### src/hw/rtl/gwwb_pkg.sv
// gray-world white balance: shared types and codes
// used by the controller, the datapath and the checker; no dependencies
package gwwb_pkg;

  typedef enum logic [1:0] {
    FUNC_CLEAR   = 2'd0,
    FUNC_ACCUM   = 2'd1,
    FUNC_GAIN    = 2'd2,
    FUNC_CORRECT = 2'd3
  } func_e;

  typedef enum logic [1:0] {
    CH_RED   = 2'd0,
    CH_GREEN = 2'd1,
    CH_BLUE  = 2'd2
  } chan_e;

  typedef enum logic [2:0] {
    ST_IDLE,
    ST_SETUP,
    ST_INIT,
    ST_STEP,
    ST_WRITE
  } state_e;

  typedef struct packed {
    logic  clr;
    logic  acc;
    logic  corr;
    logic  ld_total;
    logic  setup;
    logic  init;
    logic  step;
    logic  wr_gain;
    chan_e chan;
  } cmd_t;

endpackage

### src/hw/rtl/gwwb_ctrl.sv
// gray-world white balance: controller state machine
// sequences the gain division over the three channels; uses gwwb_pkg
module gwwb_ctrl #(
  parameter int GAIN_BITS = 24
) (
  input  logic            clk_i,
  input  logic            rst_ni,
  input  logic            in_valid_i,
  input  gwwb_pkg::func_e func_i,
  input  logic            skid_full_i,
  output logic            in_stall_o,
  output gwwb_pkg::cmd_t  cmd_o
);
  import gwwb_pkg::*;

  localparam int CNT_W = $clog2(GAIN_BITS);
  localparam logic [CNT_W-1:0] CNT_LAST = CNT_W'(GAIN_BITS - 1);

  state_e           state_q, state_d;
  chan_e            chan_q, chan_d;
  logic [CNT_W-1:0] cnt_q, cnt_d;
  logic             fire;

  assign in_stall_o = (state_q != ST_IDLE) | skid_full_i;
  assign fire       = in_valid_i & ~in_stall_o;

  always_ff @(posedge clk_i or negedge rst_ni) begin
    if (!rst_ni) begin
      state_q <= ST_IDLE;
      chan_q  <= CH_RED;
      cnt_q   <= '0;
    end else begin
      state_q <= state_d;
      chan_q  <= chan_d;
      cnt_q   <= cnt_d;
    end
  end

  always_comb begin
    state_d = state_q;
    chan_d  = chan_q;
    cnt_d   = cnt_q;
    cmd_o   = '0;
    cmd_o.chan = chan_q;
    unique case (state_q)
      ST_IDLE: begin
        if (fire) begin
          unique case (func_i)
            FUNC_CLEAR:   cmd_o.clr  = 1'b1;
            FUNC_ACCUM:   cmd_o.acc  = 1'b1;
            FUNC_CORRECT: cmd_o.corr = 1'b1;
            FUNC_GAIN: begin
              cmd_o.ld_total = 1'b1;
              chan_d         = CH_RED;
              state_d        = ST_SETUP;
            end
            default: ;
          endcase
        end
      end
      ST_SETUP: begin
        cmd_o.setup = 1'b1;
        state_d     = ST_INIT;
      end
      ST_INIT: begin
        cmd_o.init = 1'b1;
        cnt_d      = '0;
        state_d    = ST_STEP;
      end
      ST_STEP: begin
        cmd_o.step = 1'b1;
        if (cnt_q == CNT_LAST) begin
          state_d = ST_WRITE;
        end else begin
          cnt_d = cnt_q + 1'b1;
        end
      end
      ST_WRITE: begin
        cmd_o.wr_gain = 1'b1;
        unique case (chan_q)
          CH_RED: begin
            chan_d  = CH_GREEN;
            state_d = ST_SETUP;
          end
          CH_GREEN: begin
            chan_d  = CH_BLUE;
            state_d = ST_SETUP;
          end
          default: begin
            chan_d  = CH_RED;
            state_d = ST_IDLE;
          end
        endcase
      end
      default: state_d = ST_IDLE;
    endcase
  end

endmodule

### src/hw/rtl/gwwb_dp.sv
// gray-world white balance: datapath with sums, gain divider and output stage
// driven by gwwb_ctrl through gwwb_pkg::cmd_t
module gwwb_dp #(
  parameter int PIXEL_COUNT_BITS = 21,
  parameter int GAIN_FRAC_BITS   = 16
) (
  input  logic           clk_i,
  input  logic           rst_ni,
  input  gwwb_pkg::cmd_t cmd_i,
  input  logic [7:0]     in_red_i,
  input  logic [7:0]     in_green_i,
  input  logic [7:0]     in_blue_i,
  input  logic           out_stall_i,
  output logic           skid_full_o,
  output logic           out_valid_o,
  output logic [7:0]     out_red_o,
  output logic [7:0]     out_green_o,
  output logic [7:0]     out_blue_o
);
  import gwwb_pkg::*;

  localparam int SUM_BITS  = PIXEL_COUNT_BITS + 8;
  localparam int SUM_W1    = SUM_BITS + 1;
  localparam int GAIN_BITS = GAIN_FRAC_BITS + 8;
  localparam int PROD_W    = GAIN_BITS + 8;
  localparam int D_W       = SUM_BITS + 2;
  localparam logic [SUM_BITS-1:0]  SUM_MAX  = '1;
  localparam logic [GAIN_BITS-1:0] GAIN_MAX = '1;

  function automatic logic [SUM_BITS-1:0] sat_add(input logic [SUM_BITS-1:0] s,
                                                  input logic [7:0] p);
    logic [SUM_BITS:0] t;
    t = {1'b0, s} + SUM_W1'(p);
    return t[SUM_BITS] ? SUM_MAX : t[SUM_BITS-1:0];
  endfunction

  function automatic logic [7:0] apply_gain(input logic [7:0] p,
                                            input logic [GAIN_BITS-1:0] g);
    logic [PROD_W-1:0] prod;
    prod = PROD_W'(p) * PROD_W'(g);
    return (|prod[PROD_W-1:GAIN_FRAC_BITS+8]) ? 8'hff
                                               : prod[GAIN_FRAC_BITS+7:GAIN_FRAC_BITS];
  endfunction

  logic [SUM_BITS-1:0]  red_sum_q, green_sum_q, blue_sum_q;
  logic [GAIN_BITS-1:0] red_gain_q, green_gain_q, blue_gain_q;
  logic [D_W-1:0]       total_q, div_q, rem_q;
  logic [GAIN_BITS-1:0] quot_q, nlow_q, gain_val;
  logic                 zero_q, ovf_q;
  logic [SUM_BITS-1:0]  ch_sum;
  logic [D_W-1:0]       total_hi;
  logic [D_W:0]         trial;
  logic                 ge;
  logic [7:0]           res_r, res_g, res_b;
  logic                 out_valid_q, skid_valid_q;
  logic [7:0]           out_r_q, out_g_q, out_b_q;
  logic [7:0]           skid_r_q, skid_g_q, skid_b_q;

  always_comb begin
    case (cmd_i.chan)
      CH_RED:   ch_sum = red_sum_q;
      CH_GREEN: ch_sum = green_sum_q;
      default:  ch_sum = blue_sum_q;
    endcase
  end

  assign total_hi = D_W'(total_q >> 8);
  assign trial    = {rem_q, nlow_q[GAIN_BITS-1]};
  assign ge       = trial >= {1'b0, div_q};
  assign gain_val = zero_q ? '0 : (ovf_q ? GAIN_MAX : quot_q);

  // channel sums and gains
  always_ff @(posedge clk_i or negedge rst_ni) begin
    if (!rst_ni) begin
      red_sum_q    <= '0;
      green_sum_q  <= '0;
      blue_sum_q   <= '0;
      red_gain_q   <= '0;
      green_gain_q <= '0;
      blue_gain_q  <= '0;
    end else begin
      if (cmd_i.clr) begin
        red_sum_q   <= '0;
        green_sum_q <= '0;
        blue_sum_q  <= '0;
      end else if (cmd_i.acc) begin
        red_sum_q   <= sat_add(red_sum_q, in_red_i);
        green_sum_q <= sat_add(green_sum_q, in_green_i);
        blue_sum_q  <= sat_add(blue_sum_q, in_blue_i);
      end
      if (cmd_i.wr_gain) begin
        case (cmd_i.chan)
          CH_RED:   red_gain_q   <= gain_val;
          CH_GREEN: green_gain_q <= gain_val;
          default:  blue_gain_q  <= gain_val;
        endcase
      end
    end
  end

  // restoring divider, one quotient bit per step
  always_ff @(posedge clk_i) begin
    if (cmd_i.ld_total) begin
      total_q <= D_W'(red_sum_q) + D_W'(green_sum_q) + D_W'(blue_sum_q);
    end
    if (cmd_i.setup) begin
      div_q  <= D_W'(ch_sum) + (D_W'(ch_sum) << 1);
      zero_q <= (ch_sum == '0);
    end
    if (cmd_i.init) begin
      rem_q  <= total_hi;
      ovf_q  <= (total_hi >= div_q);
      quot_q <= '0;
      nlow_q <= GAIN_BITS'(total_q[7:0]) << GAIN_FRAC_BITS;
    end else if (cmd_i.step) begin
      rem_q  <= ge ? D_W'(trial - {1'b0, div_q}) : trial[D_W-1:0];
      quot_q <= {quot_q[GAIN_BITS-2:0], ge};
      nlow_q <= nlow_q << 1;
    end
  end

  assign res_r = apply_gain(in_red_i, red_gain_q);
  assign res_g = apply_gain(in_green_i, green_gain_q);
  assign res_b = apply_gain(in_blue_i, blue_gain_q);

  // output register with skid stage
  always_ff @(posedge clk_i or negedge rst_ni) begin
    if (!rst_ni) begin
      out_valid_q  <= 1'b0;
      skid_valid_q <= 1'b0;
    end else if (!out_valid_q || !out_stall_i) begin
      out_valid_q  <= skid_valid_q | cmd_i.corr;
      skid_valid_q <= 1'b0;
    end else if (cmd_i.corr) begin
      skid_valid_q <= 1'b1;
    end
  end

  always_ff @(posedge clk_i) begin
    if (!out_valid_q || !out_stall_i) begin
      if (skid_valid_q) begin
        out_r_q <= skid_r_q;
        out_g_q <= skid_g_q;
        out_b_q <= skid_b_q;
      end else if (cmd_i.corr) begin
        out_r_q <= res_r;
        out_g_q <= res_g;
        out_b_q <= res_b;
      end
    end else if (cmd_i.corr) begin
      skid_r_q <= res_r;
      skid_g_q <= res_g;
      skid_b_q <= res_b;
    end
  end

  assign skid_full_o = skid_valid_q;
  assign out_valid_o = out_valid_q;
  assign out_red_o   = out_r_q;
  assign out_green_o = out_g_q;
  assign out_blue_o  = out_b_q;

endmodule

### src/hw/rtl/gray_world_white_balance_core.sv
// Gray-world white balance over a pixel stream in two passes. Clear,
// accumulate and correct transactions are taken one per cycle unless the
// input is stalled; a correct transaction's balanced pixel goes to the
// output register, or to the skid stage while the output is stalled: the
// output register plus the skid stage let one more transaction in while a
// result waits. A compute-gains transaction holds off the input until the
// gains of all three channels are written; the restoring divider yields
// one gain bit per cycle and serves the three channels in turn. Gains are
// Q8.GAIN_FRAC_BITS, saturated, and zero for a channel whose sum is zero.
// top level: instantiates gwwb_ctrl and gwwb_dp, uses gwwb_pkg
module gray_world_white_balance_core #(
  parameter int PIXEL_COUNT_BITS = 21,
  parameter int GAIN_FRAC_BITS   = 16
) (
  input  logic       clk_i,
  input  logic       rst_ni,
  input  logic       in_valid_i,
  output logic       in_stall_o,
  input  logic [1:0] func_i,
  input  logic [7:0] in_red_i,
  input  logic [7:0] in_green_i,
  input  logic [7:0] in_blue_i,
  output logic       out_valid_o,
  input  logic       out_stall_i,
  output logic [7:0] out_red_o,
  output logic [7:0] out_green_o,
  output logic [7:0] out_blue_o
);
  import gwwb_pkg::*;

  cmd_t cmd;
  logic skid_full;

  gwwb_ctrl #(
    .GAIN_BITS (GAIN_FRAC_BITS + 8)
  ) u_ctrl (
    .clk_i       (clk_i),
    .rst_ni      (rst_ni),
    .in_valid_i  (in_valid_i),
    .func_i      (func_e'(func_i)),
    .skid_full_i (skid_full),
    .in_stall_o  (in_stall_o),
    .cmd_o       (cmd)
  );

  gwwb_dp #(
    .PIXEL_COUNT_BITS (PIXEL_COUNT_BITS),
    .GAIN_FRAC_BITS   (GAIN_FRAC_BITS)
  ) u_dp (
    .clk_i       (clk_i),
    .rst_ni      (rst_ni),
    .cmd_i       (cmd),
    .in_red_i    (in_red_i),
    .in_green_i  (in_green_i),
    .in_blue_i   (in_blue_i),
    .out_stall_i (out_stall_i),
    .skid_full_o (skid_full),
    .out_valid_o (out_valid_o),
    .out_red_o   (out_red_o),
    .out_green_o (out_green_o),
    .out_blue_o  (out_blue_o)
  );

endmodule

### config.mk
export PLATFORM = sky130hd
export DESIGN_NAME = gray_world_white_balance_core
export DESIGN_NICKNAME = d
export VERILOG_FILES = /design/src/hw/rtl/gwwb_pkg.sv /design/src/hw/rtl/gwwb_ctrl.sv /design/src/hw/rtl/gwwb_dp.sv /design/src/hw/rtl/gray_world_white_balance_core.sv
export SDC_FILE = /design/constraint.sdc
export NUM_CORES = 2
export LEC_CHECK = 0
export ABC_AREA = 0
export BUFFER_PORTS_ARGS = -buffer_cell sky130_fd_sc_hd__buf_4
export CAP_MARGIN = 25
export CELL_PAD_IN_SITES_DETAIL_PLACEMENT = 1
export CELL_PAD_IN_SITES_GLOBAL_PLACEMENT = 2
export CORE_MARGIN = 10
export CORE_UTILIZATION = 40
export CTS_CLUSTER_DIAMETER = 80
export DETAILED_ROUTE_END_ITERATION = 7
export HOLD_SLACK_MARGIN = 0.02
export PLACE_DENSITY_LB_ADDON = 0.2
export SYNTH_ARGS = -nofsm -noshare
export SYNTH_HDL_FRONTEND = slang
export SYNTH_SLANG_ARGS = --single-unit
### constraint.sdc
create_clock -name clk_i -period 8.9 [get_ports clk_i]
set_input_delay 0.89 -clock clk_i [delete_from_list [all_inputs] [get_ports clk_i]]
set_output_delay 0.89 -clock clk_i [all_outputs]
set_load 0.02 [all_outputs]
# --- Yosys cells after proc, flatten, opt, wreduce, memory -nomap -nowiden ---
# Index checks and enable logic that the tools add are counted.
totals:
  wordCells: 132
  mem_count: 0
  reg_bits: 346
  mem_bits_rw: 0
  rom_bits: 0
  latch_bits: 0
classes:
  div: 0
  eq_ne: 13
  bitwise: 6
  multipliers: 3
  reduce_logical: 26
  muxes: 49
  order_cmp: 2
  addsub: 8
  shift: 0
op_table:
  columns: ["cell", "n"]
  rows:
  - ["$mux 29", 9]
  - ["$mul 8x24->32", 3]
  - ["$mux 24", 4]
  - ["$add 29x8->30", 3]
  - ["$mux 8", 9]
  - ["$pmux 29 s2", 1]
  - ["$mux 23", 2]
  - ["$ge 32x31->1", 1]
  - ["$add 29x30->31", 1]
  - ["$add 31x29->31", 1]
  - ["$ge 23x31->1", 1]
  - ["$mux 31", 1]
  - ["$sub 31x31->31", 1]
  - ["$add 29x29->30", 1]
  - ["$logic_not 29->1", 1]
  - ["$reduce_or 8->1", 3]
  - ["$pmux 3 s5", 1]
  - ["$reduce_and 2->1", 6]
  - ["$reduce_bool 2->1", 6]
  - ["$mux 1", 11]
  - ["$pmux 5 s2", 1]
  - ["$mux 3", 3]
  - ["$mux 4", 2]
  - ["$pmux 2 s2", 2]
  - ["21 further kinds", 33]

# --- Depth between registers and ports, before layout ---
depth:
  word_depth: 8
  ltp_mapped: 23
  depth_no_buf: 22

# --- Cells and area by module ---
# From an unflattened synthesis, not the netlist that was laid out.
unflattened:
  hier_cells: 4060
  area_unflattened_um2: 38132.8
by_module_without_submodules:
  columns: ["mod", "cells_per_inst", "area_each_um2", "n_inst"]
  rows:
  - ["gwwb_dp", 4000, 37543.5, 1]
  - ["gwwb_ctrl", 60, 589.3, 1]

# --- Worst setup path after synthesis ---
# Ideal clock, no wire load.
synth_path:
  path_kind: "input port to flip-flop"
  startpoint: "in in_red_i[2]"
  endpoint: "reg u_dp.out_r_q[2] (netlist: u_dp.out_red_o[2]) (data pin)"
  setup_slack_ns: 2.910
  arrival_ns: 5.708
  cell_stages: 20
  n_path_buf: 2
  path_cell_list: "clkbuf_1 and2_1 fa_1 fa_1 fa_1 inv_1 fa_1 inv_1 ha_1 a21o_1 a21o_1 a21oi_1 a211oi_2 o211ai_2 o21ai_1 a221oi_2 mux2_2 nor2_1 buf_2 a32oi_1"
synth_between:
  elab_chain_cells: 5
synth_rtl:
  columns: ["element", "line", "text"]
  rows:
  - ["start, declared", "gray_world_white_balance_core.sv:20", "input logic [7:0] in_red_i,"]
  - ["$mul 8x24->32 (*)", "gwwb_dp.sv:40", "prod = PROD_W'(p) * PROD_W'(g);"]
  - ["$reduce_or 8->1", "gwwb_dp.sv:41", "return (|prod[PROD_W-1:GAIN_FRAC_BITS+8]) ? 8'hff"]
  - ["$mux 8 (*)", "gwwb_dp.sv:41", null]
  - ["$mux 8 (*)", "gwwb_dp.sv:145", "end else if (cmd_i.corr) begin"]
  - ["$mux 8 (*)", "gwwb_dp.sv:141", "if (skid_valid_q) begin"]
  - ["end signal, assigned", "gwwb_dp.sv:142", "out_r_q <= skid_r_q;"]
  - ["end signal, assigned", "gwwb_dp.sv:146", "out_r_q <= res_r;"]
  - ["end, declared", "gwwb_dp.sv:56", "logic [7:0] out_r_q, out_g_q, out_b_q;"]
# Every way passes the cells marked *; elsewhere a longest branch is shown, timed or not. The select of a mux whose other input is x is not followed.
# A chain may end at the register's enable or synchronous reset.

# --- Worst setup path after layout ---
layout_path:
  startpoint: "reg u_dp.red_gain_q[7]"
  endpoint: "reg u_dp.out_r_q[3] (netlist: u_dp.out_red_o[3]) (data pin)"
layout_between:
  elab_chain_cells: 5
layout_rtl:
  columns: ["element", "line", "text"]
  rows:
  - ["start, declared", "gwwb_dp.sv:46", "logic [GAIN_BITS-1:0] red_gain_q, green_gain_q, blue_gain_q;"]
  - ["start signal, assigned", "gwwb_dp.sv:93", "CH_RED: red_gain_q <= gain_val;"]
  - ["$mul 8x24->32 (*)", "gwwb_dp.sv:40", null]
  - ["$reduce_or 8->1", "gwwb_dp.sv:41", null]
  - ["$mux 8 (*)", "gwwb_dp.sv:41", null]
  - ["$mux 8 (*)", "gwwb_dp.sv:145", null]
  - ["$mux 8 (*)", "gwwb_dp.sv:141", null]
# Marks and branches as above.

==> impl_metrics.json <==
{
  "layout_min_cycle_time_ps": 6320,
  "die_y_um": 332,
  "grt_pass1_wl_um": 188000,
  "diodes": 0,
  "synthTopCellsByArea": "fa_1 21%, edfxtp_1 11%, dfrtp_1 11%",
  "crit_arrival_ps": 6630,
  "rsz0062_at_grt": "no",
  "holdCritPathClass": "in -> async",
  "final_cells": 5580,
  "hold_slack_ps": 249,
  "start_util_pct": 40.2,
  "synth.distinct_cells": 93,
  "drt-total-wl_um": 116000,
  "yosysSeqAreaShare_pct": 23.7,
  "io_buffer_count": 55,
  "synth_top_area_cell": "fa_1",
  "start_kind": "register",
  "cp.required_ps": 9210,
  "synthMostInstantiatedCell": "inv_1",
  "r2r_cells": 18,
  "hpwl_um": 88300,
  "postSynthCellCount": 4287,
  "cts-root-buf": "clkbuf_16",
  "syn-cell-area_um2": 38900,
  "grt_max_degree": 78,
  "drt_iter0_markers": 1663,
  "vias": 30500,
  "synth_seq_cells": 346,
  "dp_slack_ps": 2010,
  "fp-row-count": 114,
  "synth_flop_cell": "dfrtp_1",
  "crit_buf_inv": 2,
  "r2r_slack_ps": 2580,
  "finish.utilization_pct": 43.6,
  "cp_cell_sequence": "and2_1, fa_1, fa_1, fa_1, inv_1, fa_1, inv_1, ha_1, a21o_1, a21o_1, a21oi_1, a211oi_2, o211ai_2, o21ai_1, a221oi_2, mux2_2, nor2_1, a41oi_1",
  "cts_buffer_depth": 3,
  "core_area_um2": 96600,
  "grt-ovfl-total": 0,
  "syn_area_per_cell_um2": 9.06,
  "slew_violations": 0,
  "synth_common_cells": "509 x inv_1, 479 x and2_1, 423 x nand2_1, 400 x fa_1, 328 x ha_1",
  "power_density_nw_per_um2": 177,
  "ir_worst_vdd_mv": 0.377,
  "die_area_um2": 110000,
  "cts_buffers": 48,
  "outcome": "complete, no violations",
  "postCtsHoldBufs": 0,
  "max_stage_delay_ps": 720,
  "drtPass1Iterations": 5,
  "synth_top_area_share_pct": 20.6,
  "worstSetupPathDepth": 18,
  "max_freq_ghz": 0.158,
  "area_delta_synth_final_pct": 8.46,
  "ys_warn_count": 0,
  "postCtsSetupRepairBufs": 0,
  "setup_viol": 0,
  "crit_family": "adder cells",
  "cts_tree": "yes",
  "fin_setup_tns_ps": 0,
  "drc": 0,
  "hold_violations": 0,
  "max_cap_violations": 0,
  "viasPerCell": 5.47,
  "ant_nets": 0,
  "period_share_pct": 71.0,
  "critPathSlowestCell": "nor2_1",
  "grt_usage_pct": 21.0,
  "p_leak_nw": 20.6,
  "worstPathMaxFanout": 14,
  "critical_path_class": "reg -> reg",
  "maxSlewHeadroom_pct": 29.0,
  "dp_cells": 5488,
  "synth_fp_nets": 5045,
  "clkTransAtPathRegs_ps": 60,
  "gp_congestion": 0.817,
  "synth_edf_count": 143,
  "chipWidth_um": 332,
  "grt_pass1_vias": 33100,
  "clk_latency_ps": 630,
  "clock-sinks": 346,
  "cts_resized": 0,
  "nNetsFinal": 5022,
  "tightestPinTransition_ps": 1050,
  "rr_endpoint": "u_dp.out_red_o[3]",
  "pin_count": 56,
  "cp_common_cell": "fa_1",
  "async_reset_ff_share_pct": 49.4,
  "fin_worst_skew_ps": 18.0,
  "antenna_found_initial": 0,
  "drive_above_1_share_pct": 4.88,
  "r2r-start": "u_dp.red_gain_q[7]",
  "drt-wirelength-per-cell_um": 20.8,
  "layout_setup_ws_ps": 2580,
  "htree_levels": 2,
  "cp-end-kind": "register"
}
==> how the worst max path moves through the flow <==
| stage | startpoint | to | slack, ps |
|---|---|---|---|
| floorplan | in_red_i[2] | u_dp.out_red_o[2] | 2910 |
| global placement | in_red_i[3] | u_dp.out_red_o[4] | 2080 |
| detailed placement | in_red_i[3] | u_dp.out_red_o[3] | 2010 |
| CTS | u_dp.red_gain_q[7] | u_dp.out_red_o[3] | 2580 |
| global route | u_dp.red_gain_q[7] | u_dp.out_red_o[3] | 2170 |
| finish | u_dp.red_gain_q[7] | u_dp.out_red_o[3] | 2580 |
==> power by group <==
part | total, mW | switching [mW] | internal (mW)
Combinational | 3.25 | 2.05 | 1.21
Clock | 1.94 | 0.815 | 1.12
Sequential | 2.27 | 0.239 | 2.03
Total | 7.46 | 3.10 | 4.36
==> cells in the final DEF, fill, tap and decap left out, types with 23 or more instances in the layout <==
master,n
nand2_1,422
a21o_1,96
buf_4,82
o21a_1,35
a31oi_1,63
dfrtp_1,169
nor2b_1,29
nand4_1,45
xor2_1,53
o21ai_0,235
and2_1,479
ha_1,328
dfxtp_1,32
o21bai_1,57
xnor2_1,94
edfxtp_1,143
a21oi_1,169
clkbuf_16,50
fa_1,400
mux2i_1,35
nand2b_1,23
inv_1,509
nor3_1,65
nand3_1,106
nor2_1,190
and3_1,50
==> metal layers <==
layer	part of all wire (%)	global-route usage, %	vias up
met2	47	34.9	371
li1	-	-	14400
met5	0	0	-
met4	1.9	4.95	0
met3	3.0	2.24	117
met1	48	29.0	15600
==> registers in the layout (all words and copies together), names as in the netlist, 2 cells and up <==
| signal | count |
|---|---|
| u_dp.skid_g_q | 8 |
| u_dp.skid_r_q | 8 |
| u_dp.div_q | 31 |
| u_dp.skid_b_q | 8 |
| u_dp.blue_gain_q | 24 |
| u_ctrl.cnt_q | 5 |
| u_dp.total_q | 31 |
| u_dp.green_gain_q | 24 |
| u_dp.red_gain_q | 24 |
| u_dp.out_green_o | 8 |
| u_dp.rem_q | 31 |
| u_ctrl.state_q | 3 |
| u_dp.quot_q | 24 |
| u_dp.out_red_o | 8 |
| u_dp.red_sum_q | 29 |
| u_ctrl.chan_q | 2 |
| u_dp.blue_sum_q | 29 |
| u_dp.green_sum_q | 29 |
| u_dp.nlow_q | 8 |
| u_dp.out_blue_o | 8 |
==> per-stage QoR <==
| step | power [mW] | cell area [um2] |
|---|---|---|
| floorplan | 4.50 | 38900 |
| global placement | 5.50 | 40500 |
| detailed placement | 5.54 | 40500 |
| CTS | 7.53 | 42100 |
| global route | 8.03 | 42100 |
| finish | 7.46 | 42100 |
==> layout make-up <==
| class | count | area [um2] |
|---|---|---|
| fillers | 11100 | 54400 |
| multi-input cells | 3271 | 27100 |
| flip-flops and latches | 346 | 9220 |
| inverters | 511 | 1920 |
| well taps | 1276 | 1600 |
| clock buffers | 59 | 1330 |
| repair buffers | 86 | 704 |
| clock inverters | 31 | 230 |
==> cells by family after synthesis <==
| logic type | count (synthesis) | share of synthesized area (%) |
|---|---|---|
| AND/OR/NAND/NOR | 1499 | 19.9 |
| adder cells (fa/ha/maj) | 728 | 31.2 |
| flip-flops | 346 | 23.7 |
| XOR/XNOR | 147 | 3.31 |
| multiplexers | 36 | 0.931 |
| AO/OA/AOI/OAI | 861 | 14.4 |
| buffers and inverters | 670 | 6.53 |
Note: power is estimated with default switching activity, not from simulation.
